==> src/rtl/rnh_pkg.sv <==
// ----------------------------------------------------------------------------
// rnh_pkg
// shared types and constants of the range normalized histogram core
// ----------------------------------------------------------------------------
package rnh_pkg;

    localparam int IDX_W     = 6;
    localparam int CNT_W     = 32;
    localparam int QUO_BITS  = 7;
    localparam int ADDR_MAXW = 12;

    localparam logic [IDX_W-1:0] DEFAULT_TOP = 6'd25;

    localparam logic [0:0] REG_BIN_TOP = 1'b0;

    typedef enum logic [1:0] {
        ACT_RANGE = 2'd0,
        ACT_COUNT = 2'd1,
        ACT_READ  = 2'd2,
        ACT_CLEAR = 2'd3
    } action_t;

    typedef enum logic [3:0] {
        S_CLEAR,
        S_IDLE,
        S_RANGE,
        S_MUL,
        S_CMP,
        S_DIV,
        S_ROUND,
        S_READ,
        S_UPDATE
    } state_t;

endpackage

==> src/rtl/rnh_ram.sv <==
// ----------------------------------------------------------------------------
// rnh_ram
// simple dual port ram, one write port, one read port with registered data
// ----------------------------------------------------------------------------
module rnh_ram #(
    parameter int WIDTH = 32,
    parameter int DEPTH = 64
) (
    input  logic                     clk,
    input  logic                     we,
    input  logic [$clog2(DEPTH)-1:0] waddr,
    input  logic [WIDTH-1:0]         wdata,
    input  logic [$clog2(DEPTH)-1:0] raddr,
    output logic [WIDTH-1:0]         rdata
);

    logic [WIDTH-1:0] mem [DEPTH];

    always_ff @(posedge clk)
    begin
        if (we)
        begin
            mem[waddr] <= wdata;
        end
        rdata <= mem[raddr];
    end

endmodule

==> src/rtl/range_normalized_histogram_core.sv <==
// ----------------------------------------------------------------------------
// range_normalized_histogram_core
// histogram engine with running min/max and range normalized binning
// ----------------------------------------------------------------------------
// a word is taken when start is high and busy is low; action selects range,
// count, read or clear. one result word per input word, shown for a single
// cycle with done high; the receiver cannot stall, so results are never held.
// range passes S_RANGE before done, read and clear S_READ and S_UPDATE; count
// passes S_MUL, S_CMP, then the 7-step restoring divider that forms the bin
// quotient and S_ROUND unless span is zero or the sample far out of range, and
// then S_READ and S_UPDATE, a read-modify-write with registered read data.
// one word is processed at a time; a new word may be taken in the done cycle.
// after reset the bin memory is swept to zero with busy high;
// register writes over the apb port are taken at any time.
// bin_top_index lives at address 0; zero there selects 25 bins above bin 0.
// ----------------------------------------------------------------------------
module range_normalized_histogram_core
    import rnh_pkg::*;
#(
    parameter int MAX_BINS    = 64,
    parameter int SAMPLE_BITS = 16
) (
    input  logic                          clk,
    input  logic                          rst_n,
    input  logic                          psel,
    input  logic                          penable,
    input  logic                          pwrite,
    input  logic [2:0]                    paddr,
    input  logic [31:0]                   pwdata,
    output logic [31:0]                   prdata,
    output logic                          pready,
    input  logic                          start,
    output logic                          busy,
    input  logic [1:0]                    action,
    input  logic signed [SAMPLE_BITS-1:0] sample,
    input  logic [IDX_W-1:0]              bin_select,
    output logic                          done,
    output logic [IDX_W-1:0]              bin_index,
    output logic [CNT_W-1:0]              bin_count,
    output logic signed [SAMPLE_BITS-1:0] min_seen,
    output logic signed [SAMPLE_BITS-1:0] max_seen,
    output logic                          clamped
);

    localparam int SB = SAMPLE_BITS;
    localparam int AW = $clog2(MAX_BINS);
    localparam int PW = SB + IDX_W;
    localparam int DW = SB + QUO_BITS;

    state_t state_reg, state_next;

    logic [IDX_W-1:0]       top_reg;
    logic [AW-1:0]          clr_reg, clr_next;
    logic signed [SB-1:0]   min_reg, min_next;
    logic signed [SB-1:0]   max_reg, max_next;
    logic                   valid_reg, valid_next;
    logic                   done_reg, done_next;

    action_t                act_reg, act_next;
    logic signed [SB-1:0]   smp_reg, smp_next;
    logic [IDX_W-1:0]       idx_reg, idx_next;
    logic                   clamp_reg, clamp_next;
    logic                   neg_reg, neg_next;
    logic [SB-1:0]          span_reg, span_next;
    logic [PW-1:0]          prod_reg, prod_next;
    logic [DW-1:0]          rem_reg, rem_next;
    logic [DW-1:0]          dvs_reg, dvs_next;
    logic [QUO_BITS-1:0]    quo_reg, quo_next;
    logic [2:0]             step_reg, step_next;
    logic [IDX_W-1:0]       oidx_reg, oidx_next;
    logic [CNT_W-1:0]       ocnt_reg, ocnt_next;
    logic                   oclamp_reg, oclamp_next;

    logic [IDX_W-1:0]       etop;
    logic                   accept;
    logic signed [SB:0]     diff;
    logic signed [SB:0]     span_full;
    logic [SB-1:0]          mag;
    logic                   too_big;
    logic [SB:0]            two_rem;
    logic                   round_up;
    logic [QUO_BITS:0]      q_round;
    logic                   in_range;
    logic [CNT_W-1:0]       new_cnt;
    logic [ADDR_MAXW-1:0]   idx_wide;

    logic                   ram_we;
    logic [AW-1:0]          ram_waddr;
    logic [CNT_W-1:0]       ram_wdata;
    logic [AW-1:0]          ram_raddr;
    logic [CNT_W-1:0]       ram_rdata;

    rnh_ram #(
        .WIDTH (CNT_W),
        .DEPTH (MAX_BINS)
    ) u_ram (
        .clk   (clk),
        .we    (ram_we),
        .waddr (ram_waddr),
        .wdata (ram_wdata),
        .raddr (ram_raddr),
        .rdata (ram_rdata)
    );

    // register port
    assign pready = 1'b1;
    assign prdata = (paddr[2] == REG_BIN_TOP) ? {26'd0, top_reg} : 32'd0;

    always_ff @(posedge clk or negedge rst_n)
    begin
        if (!rst_n)
        begin
            top_reg <= DEFAULT_TOP;
        end
        else if (psel && penable && pwrite && pready && (paddr[2] == REG_BIN_TOP))
        begin
            top_reg <= pwdata[IDX_W-1:0];
        end
    end

    // effective top index
    always_comb
    begin
        etop = (top_reg == '0) ? DEFAULT_TOP : top_reg;
        if (int'(etop) > MAX_BINS - 1)
        begin
            etop = IDX_W'(MAX_BINS - 1);
        end
    end

    assign accept   = start && (state_reg == S_IDLE);
    assign busy     = (state_reg != S_IDLE);
    assign idx_wide = {{(ADDR_MAXW-IDX_W){1'b0}}, idx_reg};
    assign in_range = (int'(idx_reg) < MAX_BINS);

    // datapath terms
    assign diff      = {smp_reg[SB-1], smp_reg} - {min_reg[SB-1], min_reg};
    assign span_full = {max_reg[SB-1], max_reg} - {min_reg[SB-1], min_reg};
    assign mag       = diff[SB] ? SB'(-diff) : diff[SB-1:0];
    assign too_big   = {1'b0, prod_reg} >= {span_reg, {QUO_BITS{1'b0}}};
    assign two_rem   = {rem_reg[SB-1:0], 1'b0};
    assign round_up  = (two_rem > {1'b0, span_reg})
                       || ((two_rem == {1'b0, span_reg}) && quo_reg[0]);
    assign q_round   = {1'b0, quo_reg} + {{QUO_BITS{1'b0}}, round_up};

    always_comb
    begin
        unique case (act_reg)
            ACT_COUNT: new_cnt = (ram_rdata == '1) ? ram_rdata : ram_rdata + 1'b1;
            ACT_CLEAR: new_cnt = '0;
            default:   new_cnt = ram_rdata;
        endcase
        if (!in_range)
        begin
            new_cnt = '0;
        end
    end

    // next state
    always_comb
    begin
        state_next = state_reg;
        unique case (state_reg)
            S_CLEAR:
            begin
                if (clr_reg == AW'(MAX_BINS - 1))
                begin
                    state_next = S_IDLE;
                end
            end
            S_IDLE:
            begin
                if (start)
                begin
                    unique case (action_t'(action))
                        ACT_RANGE: state_next = S_RANGE;
                        ACT_COUNT: state_next = S_MUL;
                        default:   state_next = S_READ;
                    endcase
                end
            end
            S_RANGE:  state_next = S_IDLE;
            S_MUL:    state_next = S_CMP;
            S_CMP:
            begin
                if ((span_reg == '0) || too_big)
                begin
                    state_next = S_READ;
                end
                else
                begin
                    state_next = S_DIV;
                end
            end
            S_DIV:
            begin
                if (step_reg == 3'(QUO_BITS - 1))
                begin
                    state_next = S_ROUND;
                end
            end
            S_ROUND:  state_next = S_READ;
            S_READ:   state_next = S_UPDATE;
            S_UPDATE: state_next = S_IDLE;
            default:  state_next = S_IDLE;
        endcase
    end

    // datapath and outputs
    always_comb
    begin
        clr_next    = clr_reg;
        min_next    = min_reg;
        max_next    = max_reg;
        valid_next  = valid_reg;
        done_next   = 1'b0;
        act_next    = act_reg;
        smp_next    = smp_reg;
        idx_next    = idx_reg;
        clamp_next  = clamp_reg;
        neg_next    = neg_reg;
        span_next   = span_reg;
        prod_next   = prod_reg;
        rem_next    = rem_reg;
        dvs_next    = dvs_reg;
        quo_next    = quo_reg;
        step_next   = step_reg;
        oidx_next   = oidx_reg;
        ocnt_next   = ocnt_reg;
        oclamp_next = oclamp_reg;
        ram_we      = 1'b0;
        ram_waddr   = idx_wide[AW-1:0];
        ram_wdata   = new_cnt;
        ram_raddr   = idx_wide[AW-1:0];

        unique case (state_reg)
            S_CLEAR:
            begin
                ram_we    = 1'b1;
                ram_waddr = clr_reg;
                ram_wdata = '0;
                clr_next  = clr_reg + 1'b1;
            end
            S_IDLE:
            begin
                if (accept)
                begin
                    act_next   = action_t'(action);
                    smp_next   = sample;
                    idx_next   = bin_select;
                    clamp_next = 1'b0;
                end
            end
            S_RANGE:
            begin
                if (!valid_reg)
                begin
                    min_next = smp_reg;
                    max_next = smp_reg;
                end
                else
                begin
                    if (smp_reg < min_reg)
                    begin
                        min_next = smp_reg;
                    end
                    if (smp_reg > max_reg)
                    begin
                        max_next = smp_reg;
                    end
                end
                valid_next  = 1'b1;
                done_next   = 1'b1;
                oidx_next   = '0;
                ocnt_next   = '0;
                oclamp_next = 1'b0;
            end
            S_MUL:
            begin
                neg_next  = diff[SB];
                span_next = span_full[SB-1:0];
                prod_next = PW'(mag) * PW'(etop);
            end
            S_CMP:
            begin
                rem_next  = DW'(prod_reg);
                dvs_next  = DW'({span_reg, {(QUO_BITS-1){1'b0}}});
                quo_next  = '0;
                step_next = '0;
                if (span_reg == '0)
                begin
                    idx_next   = '0;
                    clamp_next = 1'b0;
                end
                else if (too_big)
                begin
                    idx_next   = neg_reg ? '0 : etop;
                    clamp_next = 1'b1;
                end
            end
            S_DIV:
            begin
                if (rem_reg >= dvs_reg)
                begin
                    rem_next = rem_reg - dvs_reg;
                    quo_next = {quo_reg[QUO_BITS-2:0], 1'b1};
                end
                else
                begin
                    quo_next = {quo_reg[QUO_BITS-2:0], 1'b0};
                end
                dvs_next  = dvs_reg >> 1;
                step_next = step_reg + 1'b1;
            end
            S_ROUND:
            begin
                if (neg_reg)
                begin
                    idx_next   = '0;
                    clamp_next = (q_round != '0);
                end
                else if (q_round > {2'b00, etop})
                begin
                    idx_next   = etop;
                    clamp_next = 1'b1;
                end
                else
                begin
                    idx_next   = q_round[IDX_W-1:0];
                    clamp_next = 1'b0;
                end
            end
            S_READ:
            begin
            end
            S_UPDATE:
            begin
                ram_we      = in_range && (act_reg != ACT_READ);
                done_next   = 1'b1;
                oidx_next   = idx_reg;
                ocnt_next   = new_cnt;
                oclamp_next = clamp_reg;
            end
            default:
            begin
            end
        endcase
    end

    // control registers
    always_ff @(posedge clk or negedge rst_n)
    begin
        if (!rst_n)
        begin
            state_reg <= S_CLEAR;
            clr_reg   <= '0;
            min_reg   <= '0;
            max_reg   <= '0;
            valid_reg <= 1'b0;
            done_reg  <= 1'b0;
            step_reg  <= '0;
            act_reg   <= ACT_RANGE;
        end
        else
        begin
            state_reg <= state_next;
            clr_reg   <= clr_next;
            min_reg   <= min_next;
            max_reg   <= max_next;
            valid_reg <= valid_next;
            done_reg  <= done_next;
            step_reg  <= step_next;
            act_reg   <= act_next;
        end
    end

    // payload registers
    always_ff @(posedge clk)
    begin
        smp_reg    <= smp_next;
        idx_reg    <= idx_next;
        clamp_reg  <= clamp_next;
        neg_reg    <= neg_next;
        span_reg   <= span_next;
        prod_reg   <= prod_next;
        rem_reg    <= rem_next;
        dvs_reg    <= dvs_next;
        quo_reg    <= quo_next;
        oidx_reg   <= oidx_next;
        ocnt_reg   <= ocnt_next;
        oclamp_reg <= oclamp_next;
    end

    assign done      = done_reg;
    assign bin_index = oidx_reg;
    assign bin_count = ocnt_reg;
    assign clamped   = oclamp_reg;
    assign min_seen  = min_reg;
    assign max_seen  = max_reg;

endmodule

==> config.mk <==
export PLATFORM = sky130hd
export DESIGN_NAME = range_normalized_histogram_core
export DESIGN_NICKNAME = d
export VERILOG_FILES = /design/src/rtl/rnh_pkg.sv /design/src/rtl/rnh_ram.sv /design/src/rtl/range_normalized_histogram_core.sv
export SDC_FILE = /design/constraint.sdc
export NUM_CORES = 2
export LEC_CHECK = 0
export BUFFER_PORTS_ARGS = -buffer_cell sky130_fd_sc_hd__buf_2
export CORE_UTILIZATION = 48
export CTS_CLUSTER_SIZE = 24
export DETAILED_ROUTE_END_ITERATION = 16
export GPL_TIMING_DRIVEN = 1
export MAX_ROUTING_LAYER = met4
export PLACE_DENSITY = 0.66
export SETUP_SLACK_MARGIN = 0.02
export SYNTH_ARGS = -nofsm -noshare
export SYNTH_HDL_FRONTEND = slang
export SYNTH_SLANG_ARGS = --single-unit
==> constraint.sdc <==
create_clock -name clk -period 7.1 [get_ports clk]
set_clock_uncertainty 0.2 [all_clocks]
set_input_delay 1.42 -clock clk [delete_from_list [all_inputs] [get_ports clk]]
set_output_delay 1.42 -clock clk [all_outputs]
set_load 0.05 [all_outputs]
After elaboration in Yosys (flattened, before gate mapping)
Memory sizes are Yosys's and may differ from the RTL's. A register that Yosys moved wholly into a read port is not among the register bits.
Cells that the tools add are included.

storage, ports and cells
  memories kept = 1
  bits in writable memories = 2048
  flip-flop bits (word level) = 209

cells by class
  muxes and demuxes = 43
  eq/ne operators = 25
  bitwise operators = 1
  add/sub/neg operators = 8
  $mul = 1
  reductions and logical operators = 22
  order comparisons = 6

memories
  memory     depth  bits a word  rd ports  clocked after memory_dff  wr ports  line           text
  u_ram.mem  64     32           1         1                         1         rnh_ram.sv:17  logic [WIDTH-1:0] mem [DEPTH];

operator list
  kind                                                  number
  one-hot mux 32 bit (2 select lines)                   2
  one-hot mux 23 bit (2 select lines)                   2
  two-way mux 16 bit                                    5
  two-way mux 32 bit                                    2
  two-way mux 6 bit                                     9
  adder 32 x 1 -> 32 bit (second input constant)        1
  equality test 32 bit (second input constant)          1
  one-hot mux 4 bit (7 select lines)                    1
  >= comparator 22 x 23 -> 1 bit                        1
  >= comparator 23 bit                                  1
  two-way mux 23 bit                                    1
  subtractor 23 bit                                     1
  multiplier 16 x 6 -> 22 bit                           1
  one-hot mux 6 bit (3 select lines)                    1
  equality test 17 x 16 -> 1 bit                        1
  greater-than comparator 17 x 16 -> 1 bit              1
  subtractor 16 x 16 -> 17 bit                          1
  equality test 4 x 3 -> 1 bit (second input constant)  4
  greater-than comparator 16 bit                        1
  zero test 16 bit                                      1
  < comparator 16 bit                                   1
  negator 16 bit                                        1
  subtractor 16 bit                                     1
  one-hot mux 7 bit (2 select lines)                    1
  other kinds (34)                                      64

Longest topological paths before layout
  depth after elaboration = 8
  mapped depth = 30
  depth with buffers taken out = 29

Cells and area by module
Synthesis repeated with hierarchy kept, for this count alone.

unflattened totals
  cells, all modules = 4976
  area, all modules = 94390.5 um^2

by module, submodules not included
  module                           seq. area each (um^2)  cells an instance  times used  area each (um^2)
  rnh_ram                          62139.6                3324               1           78515.3
  range_normalized_histogram_core  5974.5                 1652               1           15875.2

Worst setup path before layout
No wires, ideal clock.

  path type = reg2reg
  start point = register min_reg[10], in the netlist min_seen[10]
  end point = register prod_reg[21], data pin
  stages on the path, launching flop included = 29
  buffers on the path = 2
  setup slack = 208 ps
  arrival time = 6435 ps
  required time = 6642 ps
  period minus slack after synthesis = 6892 ps
  path through = dfrtp_1 > inv_1 > ha_1 > buf_2 > and2_1 > a221o_1 > a21o_1 > o31a_1 > o21a_1 > o41a_1 > inv_2 > buf_6 > o21ai_0 > xor2_1 > nor2_1 > fa_1 > inv_1 > fa_1 > fa_1 > inv_1 > ha_1 > a21o_1 > a21oi_1 > o21ai_0 > a21oi_1 > a211oi_1 > o21ai_0 > nand2b_1 > xnor2_1

on the way
  elaborated cells between the ends (all ways) = 4
  those cells by class = add/sub (2); mul (1); mux (1)

RTL lines
  element                       line                                    text
  start: declaration            range_normalized_histogram_core.sv:54   logic signed [SB-1:0] min_reg, min_next;
  start signal: assignment      range_normalized_histogram_core.sv:368  min_reg <= min_next;
  subtractor 16 x 16 -> 17 bit  range_normalized_histogram_core.sv:137  assign diff = {smp_reg[SB-1], smp_reg} - {min_reg[SB-1], min_reg};
  named net diff[16]            range_normalized_histogram_core.sv:76   logic signed [SB:0] diff;
  two-way mux 16 bit            range_normalized_histogram_core.sv:139  assign mag = diff[SB] ? SB'(-diff) : diff[SB-1:0];
  multiplier 16 x 6 -> 22 bit   range_normalized_histogram_core.sv:282  prod_next = PW'(mag) * PW'(etop);
  end signal: assignment        range_normalized_histogram_core.sv:385  prod_reg <= prod_next;
  end: declaration              range_normalized_histogram_core.sv:65   logic [PW-1:0] prod_reg, prod_next;

The timed path passes the listed nets, and every way through them passes these cells.
A chain may end at the register's enable or synchronous reset.

Worst setup path in the final report
  start point = register min_reg[10], in the netlist min_seen[10]
  end point = register prod_reg[20], data pin

on the way
  word-level cells in the longest chain between the ends = 4

ends and longest elaborated chain
  element                           line
  subtractor 16 x 16 -> 17 bit (*)  range_normalized_histogram_core.sv:137
  negator 16 bit                    range_normalized_histogram_core.sv:139
  two-way mux 16 bit (*)            range_normalized_histogram_core.sv:139
  multiplier 16 x 6 -> 22 bit (*)   range_normalized_histogram_core.sv:282

Mark *: on every way between the ends. The rest lies on a longest branch, timed or not.

==> impl_metrics.py <==
metrics = {
    "pwr": {
        "switchingPower_mw": 20.0,
        "power_leakage_nw": 35.2,
        "sw_frac_of_total": 0.363,
        "power.share.clock": 0.209,
        "vdd_drop_max_uv": 1120,
        "p_seq_frac": 0.357,
        "p_int_mw": 35.1,
        "total_power_mw": 55.0,
        "comb_power_share": 0.434,
        "powerDensity_nw_per_um2": 514,
    },
    "worst_setup_path": {
        "r2r_start": "min_seen[10]",
        "slowest_delay_ns": 0.58,
        "cp.depth": 28,
        "worst_setup_path_start_kind": "flip-flop",
        "rr_worst_depth": 28,
        "path_buf_inv": 7,
        "critical-path-top-delay-family": "adder cells",
        "arrival_ns": 7.18,
        "slowest_stage": "fa_1",
        "r2r_end": "prod_reg[20]",
        "worstSetupPathType": "flip-flop to flip-flop",
        "r2r_slack_ns": 0.29,
        "cp_max_fo": 11,
        "cp-end-kind": "flip-flop",
        "cp.required_ns": 7.47,
    },
    "grt": {
        "grt_max_degree": 127,
        "grt_pass1_vias": 47100,
        "grt_overflow": 0,
        "grt_antenna_before_repair": 22,
        "grt_pass1_wl_um": 333000,
        "grt_usage": 0.242,
    },
    "logic_synthesis": {
        "synthFlopType": "edfxtp_1",
        "synth_top_family_by_area": "multiplexers",
        "ys_top_cells_by_area": "edfxtp_1, mux4_2, ha_1",
        "synth-compound-area-share": 0.0199,
        "synth-xor-area-share": 0.00981,
        "synth_seq_cells": 2288,
        "avgSynthCellArea_um2": 20.0,
        "synth_mux_area_frac": 0.165,
        "synth_simple_gate_area_frac": 0.0343,
        "synth_top_area_share": 0.700,
        "synthCells": 4732,
        "ys_warn_count": 0,
        "ys_seq_area_frac": 0.721,
        "syn_area_um2": 94500,
        "synth_edf_count": 2201,
        "synth_cell_types": 80,
        "yosysTopAreaCell": "edfxtp_1",
        "async_flop_share": 0.0240,
        "synth_adder_area_share": 0.0317,
        "synthTopCellsByCount": "edfxtp_1, mux4_2, nor2_1, inv_1, nand2_1",
        "synth_most_common_cell": "edfxtp_1",
    },
    "die": {
        "core_um2": 195000,
        "initial_core_util": 0.484,
        "row_count": 162,
        "die_w_um": 446,
        "dieArea_um2": 199000,
        "ios": 171,
        "die_h_um": 446,
    },
    "clock_network": {
        "clkSinkCount": 2288,
        "ctsHoldBuffers": 0,
        "clk_pin_slew_worst_paths_ns": 0.06,
        "htree_levels": 4,
        "cts.root.buffer_cell": "clkbuf_16",
        "cts_tree": "built",
        "cts_buffers": 225,
        "clk_latency_ns": 0.89,
        "cts_max_path_buffers": 3,
    },
    "placement": {
        "dp_cells": 7430,
        "dpl_cell_area_um2": 99600,
        "gp_congestion": 0.880,
        "portBuffers": 115,
        "hpwlAfterDp_um": 136000,
    },
    "sta": {
        "min_period_ns": 6.81,
        "fin_crit_sh": 0.959,
        "maxSlewHeadroom": 0.0614,
        "slew_violations": 0,
        "finalSetupViolCount": 0,
        "hold_ws_ns": 0.287,
        "hold_violations": 0,
        "fmax_ghz": 0.147,
        "tightestPinTransition_ns": 1.40,
        "finalSetupTns_ns": 0,
    },
    "worst_hold_path": {
        "hold_path_end": "valid_reg",
        "min_from": "valid_reg",
        "holdPathStages": 1,
        "hold_path_class": "flip-flop to flip-flop",
    },
    "routing": {
        "ant_nets": 0,
        "post_drt_via_cell_ratio": 6.06,
        "routed_wl_um": 232000,
        "post_drt_wl_per_cell_um": 29.5,
        "drcViolationCount": 0,
        "drtIter0Drc": 5742,
        "firstDrtPassIters": 6,
        "num_vias": 47600,
    },
    "run": {
        "drv_cap": 0,
    },
    "layout": {
        "fillers": 14700,
        "largest_register": "u_ram.mem",
        "drive_gt1_frac": 0.276,
        "nets": 5311,
        "largest_reg_flops": 2048,
        "instances_no_fill": 7853,
        "final_area_um2": 107000,
        "syn_to_final_growth_pct": 13.3,
    },
    "outcome": {
        "status": "completed",
    },
}
## cells in the final DEF (no fill, tap or decap), types with 55 or more instances in the layout
cell type  netlist  layout
a21oi_1         62      55
buf_2            5     115
buf_4           27     150
clkbuf_16        0     229
clkinv_1         3      62
edfxtp_1      2201    2201
fa_1            60      59
ha_1           143     140
inv_1          184     183
mux4_2         663     663
nand2_1        176     175
nor2_1         253     155
nor2_4           0      96
o21ai_0        101      97
xnor2_1         57      56
## per-stage QoR
| step | setup slack [ns] | utilization |
|---|---|---|
| global route | -0.000751 | 0.548 |
| global placement | 0.188 | 0.510 |
| floorplan | 0.208 | - |
| detailed placement | 0.0695 | 0.510 |
| finish | 0.292 | 0.548 |
| CTS | 0.0492 | 0.547 |
## power groups by stage
stage	Clock (mW)	Combinational [mW]	Sequential (mW)
2_1_floorplan	0	15.4	20.3
3_3_place_gp	0	22.7	19.9
3_5_place_dp	0	23.1	19.9
4_1_cts	11.7	23.2	19.7
5_1_grt	12.2	26.2	19.7
6_report	11.5	23.9	19.6
## what timing repair did
item / CTS / global route
gates resized for setup: 0 / 27
setup endpoints to repair: 0 / 10
setup buffers: 0 / 2
## final cells by class
cell class	instances	area, µm²	share of cell area
diodes	6	15.0	0.000140
clock buffers	281	5940	0.0555
clock inverters	126	1180	0.0110
inverters	190	713	0.00666
multi-input cells	2052	25600	0.240
flip-flops and latches	2288	68100	0.636
well taps	2624	3280	0.0307
repair buffers	286	2150	0.0201
## worst max path at each step
stage                            start            to  slack (ns)
after floorplan           min_seen[10]  prod_reg[21]        0.21
after global placement     min_seen[0]  prod_reg[15]        0.19
after detailed placement   min_seen[0]  prod_reg[15]        0.07
after CTS                 min_seen[10]  prod_reg[21]        0.05
after global routing        smp_reg[0]  prod_reg[21]     -0.0008
final                     min_seen[10]  prod_reg[20]        0.29
## routing by layer
metal  up-vias  routed length (µm)  track usage
met5         -                   0            -
met4         0                6000       0.0656
met3       315               17600       0.0386
met2      2013              112000        0.369
met1     25500               96300        0.341
li1      19700                   -            -
## kinds of logic after synthesis
| group | count (synthesis) |
|---|---|
| fa+ha+maj | 203 |
| buf+inv | 417 |
| simple gates | 696 |
| xor+xnor | 105 |
| other cells | 2 |
| compound gates | 295 |
| mux | 726 |
| flops | 2288 |
Note: power is estimated with default switching activity, not from simulation.
